$ cat config.mk
export PLATFORM = sky130hd
export DESIGN_NAME = primitive_triangle_assembler
export DESIGN_NICKNAME = d
export VERILOG_FILES = /design/src/rtl/pta_pkg.sv /design/src/rtl/pta_front.sv /design/src/rtl/pta_queue.sv /design/src/rtl/pta_back.sv /design/src/rtl/primitive_triangle_assembler.sv
export VERILOG_INCLUDE_DIRS = /design/src /design/src/rtl
export SDC_FILE = /design/constraint.sdc
export NUM_CORES = 1
export LEC_CHECK = 0
export BUFFER_PORTS_ARGS = -buffer_cell sky130_fd_sc_hd__buf_2
export CAP_MARGIN = 5
export CORE_ASPECT_RATIO = 0.9
export CORE_UTILIZATION = 35
export CTS_CLUSTER_DIAMETER = 40
export DETAILED_ROUTE_END_ITERATION = 12
export PLACE_DENSITY = 0.59
export REMOVE_ABC_BUFFERS = 1
export SLEW_MARGIN = 20
export SYNTH_ARGS = -nofsm -noshare
export SYNTH_HDL_FRONTEND = slang
export SYNTH_SLANG_ARGS = --single-unit
$ cat constraint.sdc
create_clock -name clk -period 3.2 [get_ports clk]
set_input_delay 0 -clock clk [delete_from_list [all_inputs] [get_ports clk]]
set_output_delay 0 -clock clk [all_outputs]
set_load 0.02 [all_outputs]
$ cat src/rtl/primitive_triangle_assembler_defines.svh
// Assertion macros shared by the primitive triangle assembler modules.
// Users must have clk and rst in scope; no other dependencies.
`ifndef PRIMITIVE_TRIANGLE_ASSEMBLER_DEFINES_SVH
`define PRIMITIVE_TRIANGLE_ASSEMBLER_DEFINES_SVH

// Property that must hold at every edge outside reset.
`define PTA_ASSERT_ALWAYS(lbl, prop, msg) \
  lbl: assert property (@(posedge clk) disable iff (rst) (prop)) else $error(msg);

// Consequent that must hold in the cycle after the antecedent.
`define PTA_ASSERT_NEXT(lbl, ante, cons, msg) \
  lbl: assert property (@(posedge clk) disable iff (rst) (ante) |=> (cons)) else $error(msg);

`endif

$ cat src/rtl/pta_pkg.sv
// Shared types and constants for the primitive triangle assembler.
// No dependencies; imported by every module of the block.
`timescale 1ns / 1ps
package pta_pkg;

  // Fixed widths of the vertex and kind fields.
  localparam int VTX_BITS  = 16;
  localparam int KIND_BITS = 3;

  // Depth of the job queue between front and back.
  localparam int QDEPTH = 4;

  // Primitive kinds; every other code is unsupported.
  typedef enum logic [KIND_BITS-1:0] {
    KIND_LIST  = 3'd0,
    KIND_STRIP = 3'd1,
    KIND_FAN   = 3'd2,
    KIND_QUADS = 3'd3
  } prim_kind_e_t;

  // Control flags carried with each queued job.
  typedef struct packed {
    logic two;   // job yields two triangles (quad)
    logic skip;  // job is a skip word for an unsupported primitive
  } job_flags_t;

endpackage

$ cat src/rtl/pta_front.sv
// Front end: accepts vertex words, tracks primitive state and forms jobs.
// Depends on pta_pkg.
`timescale 1ns / 1ps
module pta_front import pta_pkg::*; #(
  parameter int HB = 16
) (
  input  logic                 clk,
  input  logic                 rst,
  input  logic                 in_valid,
  output logic                 in_ready,
  input  logic [VTX_BITS-1:0]  vertex_handle,
  input  logic [KIND_BITS-1:0] prim_kind,
  input  logic                 prim_first,
  input  logic                 prim_last,
  input  logic                 q_full,
  output logic                 push,
  output logic [HB-1:0]        job_h0,
  output logic [HB-1:0]        job_h1,
  output logic [HB-1:0]        job_h2,
  output logic [HB-1:0]        job_h3,
  output job_flags_t           job_flags
);

  logic [HB-1:0] anchor, anchor_next;
  logic [HB-1:0] older, older_next;
  logic [HB-1:0] newer, newer_next;
  logic [1:0]    pos, pos_next;
  prim_kind_e_t  open_kind, kind_eff;
  logic [1:0]    pos_eff;
  logic [HB-1:0] v;
  logic          accept;
  logic          emit;

  // A word is taken whenever the queue has room.
  assign in_ready = !q_full;
  assign accept   = in_valid && !q_full;
  assign push     = accept && emit;

  // A start marker latches the kind and restarts the position count.
  assign v        = vertex_handle[HB-1:0];
  assign kind_eff = prim_first ? prim_kind_e_t'(prim_kind) : open_kind;
  assign pos_eff  = prim_first ? 2'd0 : pos;

  // Classify the vertex and work out the next primitive state.
  always_comb begin
    anchor_next = anchor;
    older_next  = older;
    newer_next  = newer;
    pos_next    = pos_eff;
    emit        = 1'b0;
    job_h0      = older;
    job_h1      = newer;
    job_h2      = v;
    job_h3      = v;
    job_flags   = '0;
    unique case (kind_eff) inside
      KIND_LIST, KIND_STRIP: begin
        emit       = (pos_eff == 2'd2);
        older_next = newer;
        newer_next = v;
        if (pos_eff == 2'd2) begin
          pos_next = (kind_eff == KIND_LIST) ? 2'd0 : 2'd2;
        end else begin
          pos_next = pos_eff + 2'd1;
        end
      end
      KIND_FAN: begin
        if (pos_eff == 2'd0) begin
          anchor_next = v;
          pos_next    = 2'd1;
        end else if (pos_eff == 2'd1) begin
          newer_next = v;
          pos_next   = 2'd2;
        end else begin
          emit       = 1'b1;
          job_h0     = anchor;
          job_h1     = newer;
          newer_next = v;
          pos_next   = 2'd2;
        end
      end
      KIND_QUADS: begin
        job_h0 = anchor;
        job_h1 = older;
        job_h2 = newer;
        job_h3 = v;
        if (pos_eff == 2'd0) begin
          anchor_next = v;
          pos_next    = 2'd1;
        end else if (pos_eff == 2'd1) begin
          older_next = v;
          pos_next   = 2'd2;
        end else if (pos_eff == 2'd2) begin
          newer_next = v;
          pos_next   = 2'd3;
        end else begin
          emit          = 1'b1;
          job_flags.two = 1'b1;
          pos_next      = 2'd0;
        end
      end
      default: begin
        emit           = prim_last;
        job_flags.skip = 1'b1;
        pos_next       = 2'd0;
      end
    endcase
    if (prim_last) begin
      pos_next = 2'd0;
    end
  end

  // Primitive state registers, updated on each accepted word.
  always_ff @(posedge clk) begin
    if (rst) begin
      anchor    <= '0;
      older     <= '0;
      newer     <= '0;
      pos       <= 2'd0;
      open_kind <= KIND_LIST;
    end else if (accept) begin
      anchor    <= anchor_next;
      older     <= older_next;
      newer     <= newer_next;
      pos       <= pos_next;
      open_kind <= kind_eff;
    end
  end

endmodule

$ cat src/rtl/pta_queue.sv
// Short job queue that decouples the front end from the output stage.
// Depends on pta_pkg and the assertion macro header.
`timescale 1ns / 1ps
`include "primitive_triangle_assembler_defines.svh"
module pta_queue import pta_pkg::*; #(
  parameter int W = 8
) (
  input  logic         clk,
  input  logic         rst,
  input  logic         push,
  input  logic [W-1:0] wdata,
  input  logic         pop,
  output logic [W-1:0] rdata,
  output logic         q_valid,
  output logic         q_full
);

  localparam int PW = $clog2(QDEPTH);

  logic [W-1:0]  mem [QDEPTH];
  logic [PW-1:0] wr_ptr;
  logic [PW-1:0] rd_ptr;
  logic [PW:0]   count;

  assign q_valid = (count != '0);
  assign q_full  = (count == (PW+1)'(QDEPTH));
  assign rdata   = mem[rd_ptr];

  // Entry storage.
  always_ff @(posedge clk) begin
    if (push) begin
      mem[wr_ptr] <= wdata;
    end
  end

  // Pointers and fill count.
  always_ff @(posedge clk) begin
    if (rst) begin
      wr_ptr <= '0;
      rd_ptr <= '0;
      count  <= '0;
    end else begin
      if (push) begin
        wr_ptr <= wr_ptr + PW'(1);
      end
      if (pop) begin
        rd_ptr <= rd_ptr + PW'(1);
      end
      if (push && !pop) begin
        count <= count + (PW+1)'(1);
      end else if (pop && !push) begin
        count <= count - (PW+1)'(1);
      end
    end
  end

  `PTA_ASSERT_ALWAYS(a_count_bound, count <= (PW+1)'(QDEPTH), "queue count over depth")
  `PTA_ASSERT_ALWAYS(a_no_push_full, !(push && q_full), "push into full queue")
  `PTA_ASSERT_ALWAYS(a_no_pop_empty, !(pop && !q_valid), "pop from empty queue")

endmodule

$ cat src/rtl/pta_back.sv
// Output stage: turns queued jobs into triangle words in an output register.
// Depends on pta_pkg and the assertion macro header.
`timescale 1ns / 1ps
`include "primitive_triangle_assembler_defines.svh"
module pta_back import pta_pkg::*; #(
  parameter int HB = 16
) (
  input  logic                clk,
  input  logic                rst,
  input  logic                q_valid,
  input  logic [HB-1:0]       job_h0,
  input  logic [HB-1:0]       job_h1,
  input  logic [HB-1:0]       job_h2,
  input  logic [HB-1:0]       job_h3,
  input  job_flags_t          job_flags,
  output logic                pop,
  output logic                out_valid,
  input  logic                out_ready,
  output logic [VTX_BITS-1:0] corner_a,
  output logic [VTX_BITS-1:0] corner_b,
  output logic [VTX_BITS-1:0] corner_c,
  output logic                skip_notice,
  output logic                run_end
);

  logic [HB-1:0] out_a;
  logic [HB-1:0] out_b;
  logic [HB-1:0] out_c;
  logic          out_skip;
  logic          out_end;
  logic          phase;
  logic          load;

  // The output register takes a new word when empty or being drained.
  assign load = q_valid && (!out_valid || out_ready);
  // A quad job leaves the queue only after its second triangle.
  assign pop  = load && (!job_flags.two || phase);

  // Output register and quad phase.
  always_ff @(posedge clk) begin
    if (rst) begin
      out_valid <= 1'b0;
      phase     <= 1'b0;
    end else if (load) begin
      out_valid <= 1'b1;
      phase     <= job_flags.two && !phase;
    end else if (out_ready) begin
      out_valid <= 1'b0;
    end
  end

  // Word payload; a skip word carries zero corners.
  always_ff @(posedge clk) begin
    if (load) begin
      out_skip <= job_flags.skip;
      if (job_flags.skip) begin
        out_a   <= '0;
        out_b   <= '0;
        out_c   <= '0;
        out_end <= 1'b1;
      end else if (phase) begin
        out_a   <= job_h0;
        out_b   <= job_h2;
        out_c   <= job_h3;
        out_end <= 1'b1;
      end else begin
        out_a   <= job_h0;
        out_b   <= job_h1;
        out_c   <= job_h2;
        out_end <= !job_flags.two;
      end
    end
  end

  assign corner_a    = VTX_BITS'(out_a);
  assign corner_b    = VTX_BITS'(out_b);
  assign corner_c    = VTX_BITS'(out_c);
  assign skip_notice = out_skip;
  assign run_end     = out_end;

  `PTA_ASSERT_ALWAYS(a_phase_job, !phase || (q_valid && job_flags.two), "phase without quad job")
  `PTA_ASSERT_ALWAYS(a_skip_word, !(out_valid && out_skip) || (out_end && out_a == '0),
                     "malformed skip word")
  `PTA_ASSERT_NEXT(a_quad_split, load && !phase && job_flags.two, phase && !out_end,
                   "quad first half not followed by second")

endmodule

$ cat src/rtl/primitive_triangle_assembler.sv
// Top level of the primitive triangle assembler: front end, job queue, output stage.
// Depends on pta_pkg, pta_front, pta_queue and pta_back.
//
//  Channel | Handshake               | Word
//  --------+-------------------------+-------------------------------------------------
//  input   | in_valid / in_ready     | vertex_handle, prim_kind, prim_first, prim_last
//  output  | out_valid / out_ready   | corner_a, corner_b, corner_c, skip_notice, run_end
//
// One vertex word is taken per cycle while the four-entry job queue has room.
// A job is written into the job queue when its last vertex is taken, then loaded into the output register.
// The output stage emits one triangle word per cycle while out_ready is high; a quad takes two of them.
// Reset (rst, synchronous) empties the queue and clears the primitive state.
// A stalled output fills the queue, after which in_ready drops.
`timescale 1ns / 1ps
module primitive_triangle_assembler import pta_pkg::*; #(
  parameter int HANDLE_BITS = 16
) (
  input  logic                 clk,
  input  logic                 rst,
  input  logic                 in_valid,
  output logic                 in_ready,
  input  logic [VTX_BITS-1:0]  vertex_handle,
  input  logic [KIND_BITS-1:0] prim_kind,
  input  logic                 prim_first,
  input  logic                 prim_last,
  output logic                 out_valid,
  input  logic                 out_ready,
  output logic [VTX_BITS-1:0]  corner_a,
  output logic [VTX_BITS-1:0]  corner_b,
  output logic [VTX_BITS-1:0]  corner_c,
  output logic                 skip_notice,
  output logic                 run_end
);

  // Handles are kept only to the bits that can reach the output.
  localparam int HB = (HANDLE_BITS < VTX_BITS) ? HANDLE_BITS : VTX_BITS;
  localparam int JW = 4 * HB + $bits(job_flags_t);

  logic          push;
  logic          pop;
  logic          q_valid;
  logic          q_full;
  logic [HB-1:0] f_h0, f_h1, f_h2, f_h3;
  logic [HB-1:0] b_h0, b_h1, b_h2, b_h3;
  job_flags_t    f_flags, b_flags;
  logic [JW-1:0] q_wdata;
  logic [JW-1:0] q_rdata;

  // Front end: vertex state and job formation.
  pta_front #(.HB(HB)) u_front (
    .clk           (clk),
    .rst           (rst),
    .in_valid      (in_valid),
    .in_ready      (in_ready),
    .vertex_handle (vertex_handle),
    .prim_kind     (prim_kind),
    .prim_first    (prim_first),
    .prim_last     (prim_last),
    .q_full        (q_full),
    .push          (push),
    .job_h0        (f_h0),
    .job_h1        (f_h1),
    .job_h2        (f_h2),
    .job_h3        (f_h3),
    .job_flags     (f_flags)
  );

  // Pack and unpack queue entries.
  assign q_wdata = {f_h0, f_h1, f_h2, f_h3, f_flags};
  assign {b_h0, b_h1, b_h2, b_h3, b_flags} = q_rdata;

  pta_queue #(.W(JW)) u_queue (
    .clk     (clk),
    .rst     (rst),
    .push    (push),
    .wdata   (q_wdata),
    .pop     (pop),
    .rdata   (q_rdata),
    .q_valid (q_valid),
    .q_full  (q_full)
  );

  // Output stage.
  pta_back #(.HB(HB)) u_back (
    .clk         (clk),
    .rst         (rst),
    .q_valid     (q_valid),
    .job_h0      (b_h0),
    .job_h1      (b_h1),
    .job_h2      (b_h2),
    .job_h3      (b_h3),
    .job_flags   (b_flags),
    .pop         (pop),
    .out_valid   (out_valid),
    .out_ready   (out_ready),
    .corner_a    (corner_a),
    .corner_b    (corner_b),
    .corner_c    (corner_c),
    .skip_notice (skip_notice),
    .run_end     (run_end)
  );

endmodule
==> results.md <==
- Area share of the leading cell type in the synthesized netlist: 61.6%
- Area delta synth->final: 20.3%
- Deepest level of the CTS H-tree: 2
- Drt first pass iters: 5
- Setup violators final: 0
- Final hold vios: 0
- Fmax: 360 MHz
- Residual DRC: 0
- Drt total wl: 33200 microns
- CP endpoint kind: flop
- Hold Crit Class: input pin to flop
- Least-Margin Pin Slew: 1.07 ns
- Worst-Skew Late Latency: 0.56 ns
- Detailed Place HPWL: 18600 microns
- Switching power: 4.45 mW
- Max VDD drop: 0.443 mV
- Logic pwr share: 21.7%
- Cell taking the most area after synthesis: edfxtp_1
- Critical Path Max Stage Delay: 0.37 ns
- Mapped Cells: 912
- CP arrival: 3.25 ns
- Final Net Count: 1066
- Ys flop type: edfxtp_1
- DP Worst Slack: 0.469 ns
- Die area: 44600 sq um
- Maximum root-to-sink buffer count: 3
- Flop pwr share: 41.3%
- Detail Route Antenna Nets: 0
- Syn Area/Cell: 16.8 sq um
- Setup Crit Path Kind: flop to flop
- Initial core utilization: 35.6%
- Number of distinct library cells after synthesis: 45
- Number of global-route vias before repair: 8429
- Max_cap viols: 0
- Total Power: 15.3 mW
- Skew final: 0.0175 ns
- Fin crit period: 2.78 ns
- Switch share: 29.1%
- Stages on the worst setup path: 12
- PortBufs: 76
- Worst-path clk slew: 0.05 ns
- Total core area: 43100 sq um
- CTS Sinks: 378
- Asr flop ratio synth: 0%
- Share of cells above drive strength 1: 30.8%
- EDFF count, synth: 314
- Total power per unit cell area: 831 nW/um^2
- Quantity of gates resized following cts: 0
- First-pass GRT wire length: 51200 microns
- IO Count: 77
- Rows: 72
- Hold Crit Depth: 4
- Slew margin rel.: 28.9%
- Largest net degree at the start of global routing: 66
- Die Span Y: 200 microns
- Total grt overflow: 0
- FF+latch count, synth: 378
- Routed vias/inst: 5.06
- Leak pwr: 6.18 nW
- CP max-delay cell: fa_1
- Worst Path Buf+Inv: 2
- Crit path max fanout: 5
- Crit-path cells: nand2b_1 > inv_1 > ha_1 > nor2_1 > o32a_1 > o31ai_4 > ha_1 > inv_1 > fa_1 > xor2_1 > or3_1 > a21oi_1
- Worst R2R Path Depth: 12
- Final setup margin: 0.419 ns
- RSZ-0062 raised after global routing: no
- Routed wire per std cell: 20.4 microns
- Total GRT Usage: 15.0%
- Synth top area cells: edfxtp_1 (62%), mux4_2 (9.7%), dfxtp_1 (8.4%), mux2_2 (3.7%), mux2i_1 (2.5%)
- Startpoint types: flop
- Initial DRC Count: 518
- Clock power share: 37.0%
- Ys Warns: 0
- Vias: 8232
- Slew Viols, Final: 0
- Inserted Clock Buffers: 52
- CTS tree: yes
- Antenna violations before repair: 1
- P_int: 10.9 mW
- Gp weighted congestion: 0.762
- Die extent in x: 223 microns
- CTS Root Cell: clkbuf_16
- Fin crit share: 86.9%
- Buffer count from post-CTS setup fixing: 0
- Cell Area, Synth: 15300 sq um
- Sequential share of the synthesized area: 69.9%
- Cell class contributing the biggest share of worst-path delay: adder cells
- Status: finished, final reports clean
- Required @ worst endpoint: 3.67 ns
## cell usage after synthesis, drive strengths merged (3+ instances only)
cell type  instances
and2               7
buf               24
o21ai             21
inv                8
mux2              51
a211oi            17
nor2b             18
nor3               5
nand2             69
nand2b            39
mux2i             39
clkbuf            33
nor2              13
nand3             19
mux4              66
ha                10
edfxtp           314
a21oi             74
a32o               3
dfxtp             64
## worst reg2reg max path, cell delays in order (launching register included)
cell and delay, ns:
dfxtp_1 0.34, nand2b_1 0.12, inv_1 0.11, ha_1 0.24, nor2_1 0.06, o32a_1 0.32
o31ai_4 0.21, ha_1 0.23, inv_1 0.06, fa_1 0.37, xor2_1 0.16, or3_1 0.31
a21oi_1 0.17
## layer usage
layer	global-route usage (%)	share of wire [%]	vias to the layer above
met2	22.7	45	197
met3	2.75	4.9	47
met4	4.09	1.9	0
met5	0	0	-
met1	22.2	48	4206
li1	-	-	3782
## cell usage in the layout, fill, tap and decap left out, drive strengths merged, types with 2 or more instances in the layout
cell type    count
clkbuf          65
a21oi           74
buf             99
a211oi          17
mux4            66
o31ai            2
nor2b           18
mux2            51
bufinv           3
clkinvlp         3
and2             7
dlygate4sd3     22
nand3           19
edfxtp         314
clkinv          17
mux2i           39
nor2            13
o21ai           21
xor2             2
ha              10
inv             17
nand2           69
nor3             5
or3b             2
dfxtp           64
nand2b          39
a32o             3
## power by group through the flow
| stage | sequential, mW | clock [mW] | combinational [mW] |
|---|---|---|---|
| after detailed placement | 6.43 | 0 | 3.37 |
| after floorplan | 7.02 | 0 | 1.60 |
| final | 6.32 | 5.66 | 3.32 |
| after CTS | 6.33 | 5.78 | 3.40 |
| after global placement | 6.43 | 0 | 3.33 |
| after global routing | 6.38 | 6.00 | 3.62 |
## flip-flops by register name, indices dropped and copies added (netlist names), named ones only
| signal | flops |
|---|---|
| u_back.corner_a | 16 |
| u_back.corner_b | 16 |
| u_back.corner_c | 16 |
| u_back.out_valid | 1 |
| u_back.phase | 1 |
| u_back.run_end | 1 |
| u_back.skip_notice | 1 |
| u_front.anchor | 16 |
| u_front.newer | 16 |
| u_front.older | 16 |
| u_front.open_kind | 3 |
| u_front.pos | 2 |
| u_queue.count | 3 |
| u_queue.mem | 264 |
| u_queue.rd_ptr | 2 |
| u_queue.wr_ptr | 2 |
## worst paths after layout
| path | startpoint | slack (ns) | endpoint |
|---|---|---|---|
| setup / recovery | u_front.pos[1] | 0.42 | u_queue.count[2] |
| hold / removal | prim_kind[1] | 0.09 | u_front.open_kind[1] |
| setup reg to reg | u_front.pos[1] | 0.42 | u_queue.count[2] |
| hold reg to reg | u_front.pos[0] | 0.47 | u_front.pos[0] |
## repair_timing
action,4_1_cts,5_1_grt
endpoints found under the setup margin,0,0
endpoints found under the hold margin,188,0
hold buffers,22,0
## stage by stage
step | setup TNS (ns) | std cells | hold WS, ns | cell area [sq um] | utilization, %
after global routing | 0 | 1628 | 0.103 | 18400 | 42.8
final | 0 | 1628 | 0.0886 | 18400 | 42.8
after detailed placement | 0 | 1509 | 0.304 | 16500 | 38.2
after global placement | 0 | 1509 | 0.295 | 16500 | 38.2
after CTS | 0 | 1627 | 0.0528 | 18400 | 42.8
after floorplan | -180.87 | 855 | 0.0646 | 15000 | -
## logic make-up after synthesis
logic type / Yosys count / share of synthesized area [%]
flops: 378 / 69.9
simple gates: 177 / 5.80
mux: 156 / 16.0
compound gates: 121 / 5.06
buf+inv: 66 / 2.11
fa+ha+maj: 11 / 0.947
xor+xnor: 3 / 0.172
## final cells by class
| type | count | area (sq um) |
|---|---|---|
| multi-input cells | 468 | 4310 |
| fillers | 3833 | 24600 |
| well taps | 555 | 694 |
| inverters | 9 | 33.8 |
| repair buffers | 121 | 923 |
| diodes | 1 | 2.50 |
| flip-flops and latches | 378 | 10700 |
| clock buffers | 65 | 1440 |
| clock inverters | 31 | 307 |
Note: power is estimated with default switching activity, not from simulation.
